==> config.mk <==
export PLATFORM = sky130hd
export DESIGN_NAME = three_rotor_stream_cipher
export DESIGN_NICKNAME = d
export VERILOG_FILES = /design/src/rtl/rsc_pkg.sv /design/src/rtl/rsc_stepper.sv /design/src/rtl/rsc_cell.sv /design/src/rtl/three_rotor_stream_cipher.sv
export SDC_FILE = /design/constraint.sdc
export NUM_CORES = 1
export LEC_CHECK = 0
export ABC_CLOCK_PERIOD_IN_PS = 9500
export BUFFER_PORTS_ARGS = -buffer_cell sky130_fd_sc_hd__clkbuf_2
export CAP_MARGIN = 20
export CELL_PAD_IN_SITES_DETAIL_PLACEMENT = 0
export CELL_PAD_IN_SITES_GLOBAL_PLACEMENT = 1
export CORE_UTILIZATION = 60
export CTS_BUF_LIST = sky130_fd_sc_hd__clkbuf_2
export DETAILED_ROUTE_END_ITERATION = 16
export GPL_ROUTABILITY_DRIVEN = 0
export PLACE_DENSITY = 0.94
export SYNTH_ARGS = -nofsm -noshare
export SYNTH_HDL_FRONTEND = slang
export SYNTH_SLANG_ARGS = --single-unit
==> constraint.sdc <==
create_clock -name clock -period 9.5 [get_ports clock]
set_input_delay 0 -clock clock [delete_from_list [all_inputs] [get_ports clock]]
set_output_delay 0 -clock clock [all_outputs]
set_load 0.01 [all_outputs]
==> src/rtl/rsc_pkg.sv <==
// Shared types, codes and helpers for the three-rotor stream cipher.
// No dependencies; imported by every rtl module of the block.
package rsc_pkg;

   // Input word field widths
   localparam int MODE_W  = 2;
   localparam int RSEL_W  = 2;
   localparam int WIDX_W  = 5;
   localparam int WVAL_W  = 5;
   localparam int BYTE_W  = 8;
   localparam int START_W = 5;

   // Request word: mode, rotor_select, wiring_index, wiring_value, byte_in
   localparam int REQ_DATA_W = 24;
   localparam int RSP_DATA_W = 8;

   // Mode codes
   localparam logic [MODE_W-1:0] MODE_WRITE   = 2'd0;
   localparam logic [MODE_W-1:0] MODE_RESTART = 2'd1;
   localparam logic [MODE_W-1:0] MODE_CIPHER  = 2'd2;
   localparam logic [MODE_W-1:0] MODE_IGNORE  = 2'd3;

   // Start position register indexes
   localparam int CSR_IDX_W = 2;
   localparam logic [CSR_IDX_W-1:0] CSR_START_FIRST  = 2'd0;
   localparam logic [CSR_IDX_W-1:0] CSR_START_SECOND = 2'd1;
   localparam logic [CSR_IDX_W-1:0] CSR_START_THIRD  = 2'd2;
   localparam int START_REGS = 3;

   localparam logic [BYTE_W-1:0] LETTER_BASE = 8'h41;

   // Control carried with each word down the rotor chain
   typedef struct packed {
      logic [RSEL_W-1:0] rotor_select;
      logic [WIDX_W-1:0] wiring_index;
      logic [WVAL_W-1:0] wiring_value;
      logic [BYTE_W-1:0] byte_in;
      logic              wr;
      logic              cipher;
      logic              letter;
   } item_ctl_type;

   // 5-bit value modulo a small modulus by restoring compare-subtract
   function automatic logic [4:0] mod_reduce(input logic [4:0] val,
                                             input logic [5:0] modulus);
      logic [10:0] rem;
      logic [10:0] sub;
      rem = {6'd0, val};
      for (int j = 4; j >= 0; j--) begin
         sub = {5'd0, modulus} << j;
         if (rem >= sub) begin
            rem = rem - sub;
         end
      end
      return rem[4:0];
   endfunction

endpackage

==> src/rtl/rsc_stepper.sv <==
// Rotor position odometer and start position registers.
// Depends on rsc_pkg; feeds the position snapshot to the first rotor cell.
module rsc_stepper import rsc_pkg::*; #(
   parameter int ALPHABET_SIZE = 26,
   parameter int ROTOR_COUNT   = 3,
   parameter int LW            = $clog2(ALPHABET_SIZE)
) (
   input  logic                      clock,
   input  logic                      reset,
   input  logic                      csr_we,
   input  logic [CSR_IDX_W-1:0]      csr_index,
   input  logic [START_W-1:0]        csr_wdata,
   input  logic                      accept,
   input  logic                      restart,
   input  logic                      step,
   output logic [ROTOR_COUNT*LW-1:0] pos
);

   logic [LW-1:0] start_ff [START_REGS];
   logic [LW-1:0] pos_ff   [ROTOR_COUNT];
   logic [LW-1:0] pos_in   [ROTOR_COUNT];
   logic [LW-1:0] csr_mod;
   logic          carry    [ROTOR_COUNT+1];

   assign csr_mod = LW'(mod_reduce(csr_wdata, 6'(ALPHABET_SIZE)));

   // Start registers, stored already reduced
   always_ff @(posedge clock) begin
      if (reset) begin
         for (int i = 0; i < START_REGS; i++) begin
            start_ff[i] <= '0;
         end
      end else if (csr_we) begin
         case (csr_index)
            CSR_START_FIRST:  start_ff[0] <= csr_mod;
            CSR_START_SECOND: start_ff[1] <= csr_mod;
            CSR_START_THIRD:  start_ff[2] <= csr_mod;
            default: ;
         endcase
      end
   end

   // Next positions: restart load or odometer carry chain
   always_comb begin
      carry[0] = step;
      for (int i = 0; i < ROTOR_COUNT; i++) begin
         carry[i+1] = carry[i] && (int'(pos_ff[i]) == ALPHABET_SIZE - 1);
         if (restart) begin
            pos_in[i] = (i < START_REGS) ? start_ff[i] : '0;
         end else if (carry[i]) begin
            pos_in[i] = (int'(pos_ff[i]) == ALPHABET_SIZE - 1) ? '0 : pos_ff[i] + 1'b1;
         end else begin
            pos_in[i] = pos_ff[i];
         end
      end
   end

   always_ff @(posedge clock) begin
      if (reset) begin
         for (int i = 0; i < ROTOR_COUNT; i++) begin
            pos_ff[i] <= '0;
         end
      end else if (accept) begin
         for (int i = 0; i < ROTOR_COUNT; i++) begin
            pos_ff[i] <= pos_in[i];
         end
      end
   end

   always_comb begin
      for (int i = 0; i < ROTOR_COUNT; i++) begin
         pos[i*LW +: LW] = pos_ff[i];
      end
   end

   // First rotor always moves on a ciphered letter
   a_first_steps: assert property (@(posedge clock) disable iff (reset)
      accept && step && !restart |=> pos_ff[0] != $past(pos_ff[0]))
      else $error("first rotor did not step");

   // Positions only move on an accepted word
   a_hold_idle: assert property (@(posedge clock) disable iff (reset)
      !accept |=> pos_ff[0] == $past(pos_ff[0]))
      else $error("position moved without a word");

   // Position stays inside the alphabet
   a_pos_range: assert property (@(posedge clock) disable iff (reset)
      int'(pos_ff[0]) < ALPHABET_SIZE)
      else $error("position out of range");

endmodule

==> src/rtl/rsc_cell.sv <==
// One rotor cell: its wiring table, offset by position and lookup, one stage.
// Depends on rsc_pkg; chained ROTOR_COUNT times by the top level.
module rsc_cell import rsc_pkg::*; #(
   parameter int ALPHABET_SIZE = 26,
   parameter int ROTOR_COUNT   = 3,
   parameter int CELL_IDX      = 0,
   parameter int LW            = $clog2(ALPHABET_SIZE)
) (
   input  logic                      clock,
   input  logic                      reset,
   input  logic                      in_valid,
   output logic                      in_ready,
   input  item_ctl_type              in_ctl,
   input  logic [LW-1:0]             in_sig,
   input  logic [ROTOR_COUNT*LW-1:0] in_pos,
   output logic                      out_valid,
   input  logic                      out_ready,
   output item_ctl_type              out_ctl,
   output logic [LW-1:0]             out_sig,
   output logic [ROTOR_COUNT*LW-1:0] out_pos
);

   logic [LW-1:0]             wiring_ff [ALPHABET_SIZE];
   logic                      valid_ff;
   item_ctl_type              ctl_ff;
   logic [LW-1:0]             sig_ff;
   logic [ROTOR_COUNT*LW-1:0] pos_ff;

   logic [LW-1:0] pos_here;
   logic [LW:0]   sum;
   logic [LW:0]   contact;
   logic [LW-1:0] mapped;
   logic [LW-1:0] sig_in;
   logic          accept;
   logic          wr_hit;

   assign in_ready = !valid_ff || out_ready;
   assign accept   = in_valid && in_ready;

   // Offset by this rotor's position, wrap once, look up the wiring
   assign pos_here = in_pos[CELL_IDX*LW +: LW];
   assign sum      = {1'b0, in_sig} + {1'b0, pos_here};
   assign contact  = (sum >= (LW+1)'(ALPHABET_SIZE)) ? sum - (LW+1)'(ALPHABET_SIZE) : sum;
   assign mapped   = wiring_ff[contact[LW-1:0]];
   assign sig_in   = (in_ctl.cipher && in_ctl.letter) ? mapped : in_sig;

   // Wiring write for this rotor, in stream order with the letters
   assign wr_hit = accept && in_ctl.wr
                   && (int'(in_ctl.rotor_select) == CELL_IDX)
                   && (int'(in_ctl.wiring_index) < ALPHABET_SIZE);

   always_ff @(posedge clock) begin
      if (wr_hit) begin
         wiring_ff[in_ctl.wiring_index[LW-1:0]] <=
            LW'(mod_reduce(in_ctl.wiring_value, 6'(ALPHABET_SIZE)));
      end
   end

   // Stage register
   always_ff @(posedge clock) begin
      if (reset) begin
         valid_ff <= 1'b0;
      end else if (in_ready) begin
         valid_ff <= in_valid;
      end
   end

   always_ff @(posedge clock) begin
      if (accept) begin
         ctl_ff <= in_ctl;
         sig_ff <= sig_in;
         pos_ff <= in_pos;
      end
   end

   assign out_valid = valid_ff;
   assign out_ctl   = ctl_ff;
   assign out_sig   = sig_ff;
   assign out_pos   = pos_ff;

   // An accepted word shows up in the stage register
   a_enter: assert property (@(posedge clock) disable iff (reset)
      accept |=> valid_ff)
      else $error("accepted word lost in cell");

   // A stalled word is not dropped
   a_stall: assert property (@(posedge clock) disable iff (reset)
      valid_ff && !out_ready |=> valid_ff && $stable(sig_ff))
      else $error("stalled word changed in cell");

   // Control of a stalled word holds too
   a_stall_ctl: assert property (@(posedge clock) disable iff (reset)
      valid_ff && !out_ready |=> $stable(ctl_ff))
      else $error("stalled control changed in cell");

endmodule

==> src/rtl/three_rotor_stream_cipher.sv <==
// Three-rotor stream cipher top level: request decode, odometer, chain of rotor cells.
// Depends on rsc_pkg, rsc_stepper and rsc_cell.
// One request word is taken per cycle unless rsp_tready holds back a result word; each
// word runs down a chain of ROTOR_COUNT cells (3 by default), one registered cell per
// rotor, and results leave at one per cycle while rsp_tready is high. Every cell holds
// its own wiring table in flops and a wiring write travels down the chain like a letter,
// so writes and letters take effect in stream order. Positions are snapshotted at the
// input and carried along with each word.
// Modes 0, 1 and 3 give no result word; mode 2 always gives one.
module three_rotor_stream_cipher import rsc_pkg::*; #(
   parameter int ALPHABET_SIZE = 26,
   parameter int ROTOR_COUNT   = 3
) (
   input  logic                  clock,
   input  logic                  reset,
   // req_tdata: mode[1:0], rotor_select[3:2], wiring_index[8:4],
   //            wiring_value[13:9], byte_in[21:14], zero[23:22]
   input  logic                  req_tvalid,
   output logic                  req_tready,
   input  logic [REQ_DATA_W-1:0] req_tdata,
   // rsp_tdata: byte_out[7:0]
   output logic                  rsp_tvalid,
   input  logic                  rsp_tready,
   output logic [RSP_DATA_W-1:0] rsp_tdata,
   input  logic                  csr_we,
   input  logic [CSR_IDX_W-1:0]  csr_index,
   input  logic [START_W-1:0]    csr_wdata
);

   localparam int LW = $clog2(ALPHABET_SIZE);

   logic [MODE_W-1:0]         req_mode;
   logic [BYTE_W-1:0]         req_byte;
   logic [BYTE_W-1:0]         req_off;
   logic                      req_accept;
   logic                      req_letter;

   logic                      valid_c [ROTOR_COUNT+1];
   logic                      ready_c [ROTOR_COUNT+1];
   item_ctl_type              ctl_c   [ROTOR_COUNT+1];
   logic [LW-1:0]             sig_c   [ROTOR_COUNT+1];
   logic [ROTOR_COUNT*LW-1:0] pos_c   [ROTOR_COUNT+1];

   // Request decode
   assign req_mode   = req_tdata[1:0];
   assign req_byte   = req_tdata[21:14];
   assign req_off    = req_byte - LETTER_BASE;
   assign req_letter = (req_byte >= LETTER_BASE)
                       && (int'(req_byte) < int'(LETTER_BASE) + ALPHABET_SIZE);
   assign req_accept = req_tvalid && req_tready;
   assign req_tready = ready_c[0];

   always_comb begin
      ctl_c[0].rotor_select = req_tdata[3:2];
      ctl_c[0].wiring_index = req_tdata[8:4];
      ctl_c[0].wiring_value = req_tdata[13:9];
      ctl_c[0].byte_in      = req_byte;
      ctl_c[0].letter       = req_letter;
      ctl_c[0].wr           = 1'b0;
      ctl_c[0].cipher       = 1'b0;
      case (req_mode)
         MODE_WRITE:   ctl_c[0].wr = 1'b1;
         MODE_CIPHER:  ctl_c[0].cipher = 1'b1;
         MODE_RESTART: ;
         MODE_IGNORE:  ;
         default: ;
      endcase
   end

   assign valid_c[0] = req_tvalid;
   assign sig_c[0]   = req_off[LW-1:0];

   // Position odometer
   rsc_stepper #(
      .ALPHABET_SIZE (ALPHABET_SIZE),
      .ROTOR_COUNT   (ROTOR_COUNT),
      .LW            (LW)
   ) u_stepper (
      .clock     (clock),
      .reset     (reset),
      .csr_we    (csr_we),
      .csr_index (csr_index),
      .csr_wdata (csr_wdata),
      .accept    (req_accept),
      .restart   (req_accept && (req_mode == MODE_RESTART)),
      .step      (req_accept && (req_mode == MODE_CIPHER) && req_letter),
      .pos       (pos_c[0])
   );

   // Chain of rotor cells
   for (genvar g = 0; g < ROTOR_COUNT; g++) begin : g_cell
      rsc_cell #(
         .ALPHABET_SIZE (ALPHABET_SIZE),
         .ROTOR_COUNT   (ROTOR_COUNT),
         .CELL_IDX      (g),
         .LW            (LW)
      ) u_cell (
         .clock     (clock),
         .reset     (reset),
         .in_valid  (valid_c[g]),
         .in_ready  (ready_c[g]),
         .in_ctl    (ctl_c[g]),
         .in_sig    (sig_c[g]),
         .in_pos    (pos_c[g]),
         .out_valid (valid_c[g+1]),
         .out_ready (ready_c[g+1]),
         .out_ctl   (ctl_c[g+1]),
         .out_sig   (sig_c[g+1]),
         .out_pos   (pos_c[g+1])
      );
   end

   // Result word; non-cipher words drain without a handshake
   assign rsp_tvalid            = valid_c[ROTOR_COUNT] && ctl_c[ROTOR_COUNT].cipher;
   assign ready_c[ROTOR_COUNT]  = rsp_tready || !ctl_c[ROTOR_COUNT].cipher;
   assign rsp_tdata = ctl_c[ROTOR_COUNT].letter
                      ? LETTER_BASE + BYTE_W'(sig_c[ROTOR_COUNT])
                      : ctl_c[ROTOR_COUNT].byte_in;

endmodule
==> reports/metrics.cfg <==
[status]
outcome = completed

[sta]
fmax_mhz = 230
setup_ws_ns = 5.16
tightest_slew_ns = 1.10
period_needed_ns = 4.34
maxSlewHeadroom_pct = 26.7
grt_setup_unrepaired = false
final.setup.tns_ns = 0
fin_worst_skew_ns = 0.101
setup_violations = 0
drv_slew = 0
finalHoldViolCount = 0
layout_worst_path_cycle_share_pct = 45.7

[global_route]
grt_usage_pct = 25.7
antenna_found_initial = 1
grt_pass1_vias = 12800
grt_overflow_total = 0
grt_max_degree = 46
grt_pass1_wl_um = 69400

[clocking]
cts_htree_levels = 3
clk_latency_ns = 1.05
ctsHoldBuffers = 73
numClockSinks = 509
clock_path_buffers = 3
cts_tree = done
cts_setup_buffers = 0
cts_root_buf = clkbuf_2
cts.repair.resized = 0
numCtsBuffers = 115
path_clk_slew_ns = 0.11

[die]
die_area_um2 = 36800
die_h_um = 192
boundaryPins = 46
rows = 69
core_um2 = 35600
start_util_pct = 60.8
die_w_um = 192

[setup_path]
rr_startpoint = u_stepper.pos_ff[0][0]
critical_path_class = reg2reg
crit_required_ns = 10.22
critPathLaunchType = register
arrival_ns = 5.06
startpoint = u_stepper.pos_ff[0][0]
end_kind = register
crit_path_max_fanout = 31

[yosys]
synth_area_leaders = edfxtp_1, mux4_2, mux2i_1
synth_mux_area_share_pct = 9.67
synth_xor_area_share_pct = 1.31
synth.distinct_cells = 80
synth_ff_type = edfxtp_1
synth_commonest_cells = edfxtp_1, nor2_1, nand2_1
synth_seq_cells = 509
synth_nets = 1402
synth.largest_area_cell = edfxtp_1
synth_compound_area_share_pct = 6.85
avgSynthCellArea_um2 = 16.3
yosysSeqAreaShare_pct = 70.5
synthAdderAreaFrac_pct = 2.13
synth.top_cell.area_share_pct = 70.2
synth_area_um2 = 21600
async_reset_ff_share_pct = 0
synth_edf_count = 506
synth_top_family_by_area = multiplexers
yosys.area_share.simple_pct = 7.97
ys.warnings.count = 0
yosysMostFrequentCell = edfxtp_1
netlist_instances = 1331

[route]
detail_route.vias_per_cell = 6.07
ant_nets = 0
first_iter_violations = 1241
firstDrtPassIters = 6
drt_wl_total_um = 45600
avgRoutedWirePerCell_um = 21.7
drc = 0
num_vias = 12700

[power]
ir_worst_vdd_v = 0.000157
power_leakage_nw = 8.45
p_total_mw = 5.00
power_density_nw_per_um2 = 206

[hold_path]
hp-start = req_tdata[10]
holdCritPathClass = in2reg

[placed_design]
place_hpwl_um = 29000
pre_cts_ws_ns = 4.96
port_buffers = 43

[cells_and_area]
final_layout_size_suffix_gt1_share_pct = 20.7
syn_to_final_growth_pct = 12.0
fin_nets = 1618

[run]
drv_cap = 0

-- cell usage in the layout, fill, tap and decap left out, types with 8 or more instances in the layout --
cell type      instances
edfxtp_1             506
clkbuf_2             211
nor2_1               131
nand2_1               77
dlygate4sd3_1         73
mux2i_1               63
mux4_2                48
inv_1                 40
o21ai_0               36
o211ai_1              35
ha_1                  32
nand3_1               31
clkinv_1              28
nand2b_1              23
nor2b_1               23
a21oi_1               21
buf_4                 19
and2_1                15
xor2_1                12
a221oi_1              12
mux4_1                11
nand4_1               10
xnor2_1                9
nor3_1                 9
and3_1                 8
-- worst paths after layout --
kind / endpoint / slack, ns / cells past startpoint
min: g_cell[0].u_cell.wiring_ff[7][1] / 0.05 / 3
max reg2reg: g_cell[0].u_cell.out_sig[4] / 5.16 / 12
max: g_cell[0].u_cell.out_sig[4] / 5.16 / 12
min reg2reg: g_cell[2].u_cell.out_ctl[6] / 0.42 / 0
-- metrics by stage --
stage	std cells	utilization [%]	hold WS, ns	area [um^2]
2_1_floorplan	1331	-	0.0989	21600
3_3_place_gp	1816	63.1	0.251	22400
3_5_place_dp	1816	63.1	0.245	22400
4_1_cts	2095	68.0	0.00933	24200
5_1_grt	2098	68.2	0.0271	24200
6_report	2098	68.2	0.0487	24200
-- critical path, stage by stage, from the launching register on --
cell	delay, ns
edfxtp_1	0.50
ha_1	0.28
fa_1	0.44
xnor2_1	0.41
a2bb2oi_2	0.16
and2_2	0.25
a221oi_4	0.26
buf_4	0.45
nor2b_1	0.12
a211oi_1	0.43
a2111oi_0	0.15
a211o_1	0.34
a211o_1	0.32
-- state kept, by name, indices dropped and copies added (netlist names) --
register / flops
g_cell.u_cell.out_ctl: 56
g_cell.u_cell.out_pos: 15
g_cell.u_cell.out_sig: 15
g_cell.u_cell.out_valid: 3
g_cell.u_cell.wiring_ff: 390
u_stepper.pos_ff: 15
u_stepper.start_ff: 15
-- layout make-up --
class	instances	area, um^2
Multi-Input combinational cell	743	6100
Fill cell	2288	11300
Tap cell	461	577
Inverter	41	154
Clock inverter	38	183
Clock buffer	168	841
Sequential cell	509	15300
Antenna cell	1	2.50
Timing Repair Buffer	137	1130
-- metal layers --
metal	track usage, %	routed length [um]	share of wire, %	vias to the layer above
li1	-	-	-	5737
met1	34.0	17800	39	6218
met2	41.0	22300	49	663
met3	5.81	4070	8.9	107
met4	11.3	1400	3.1	0
met5	0	0	0	-
-- report_power, final --
group,switching [mW],internal (mW),total (mW)
sequential,0.0311,2.52,2.55
combinational,0.645,0.483,1.13
clock,0.820,0.502,1.32
-- logic make-up (layout without fill, tap and decap cells) --
logic type | count (synthesis) | count (layout)
other | 0 | 1
multiplexers | 130 | 130
XOR/XNOR | 25 | 25
buffers and inverters | 79 | 384
adder cells (fa/ha/maj) | 35 | 35
AND/OR/NAND/NOR | 358 | 358
flip-flops | 509 | 509
AO/OA/AOI/OAI | 195 | 195
Power figures use the tool's default switching activity.
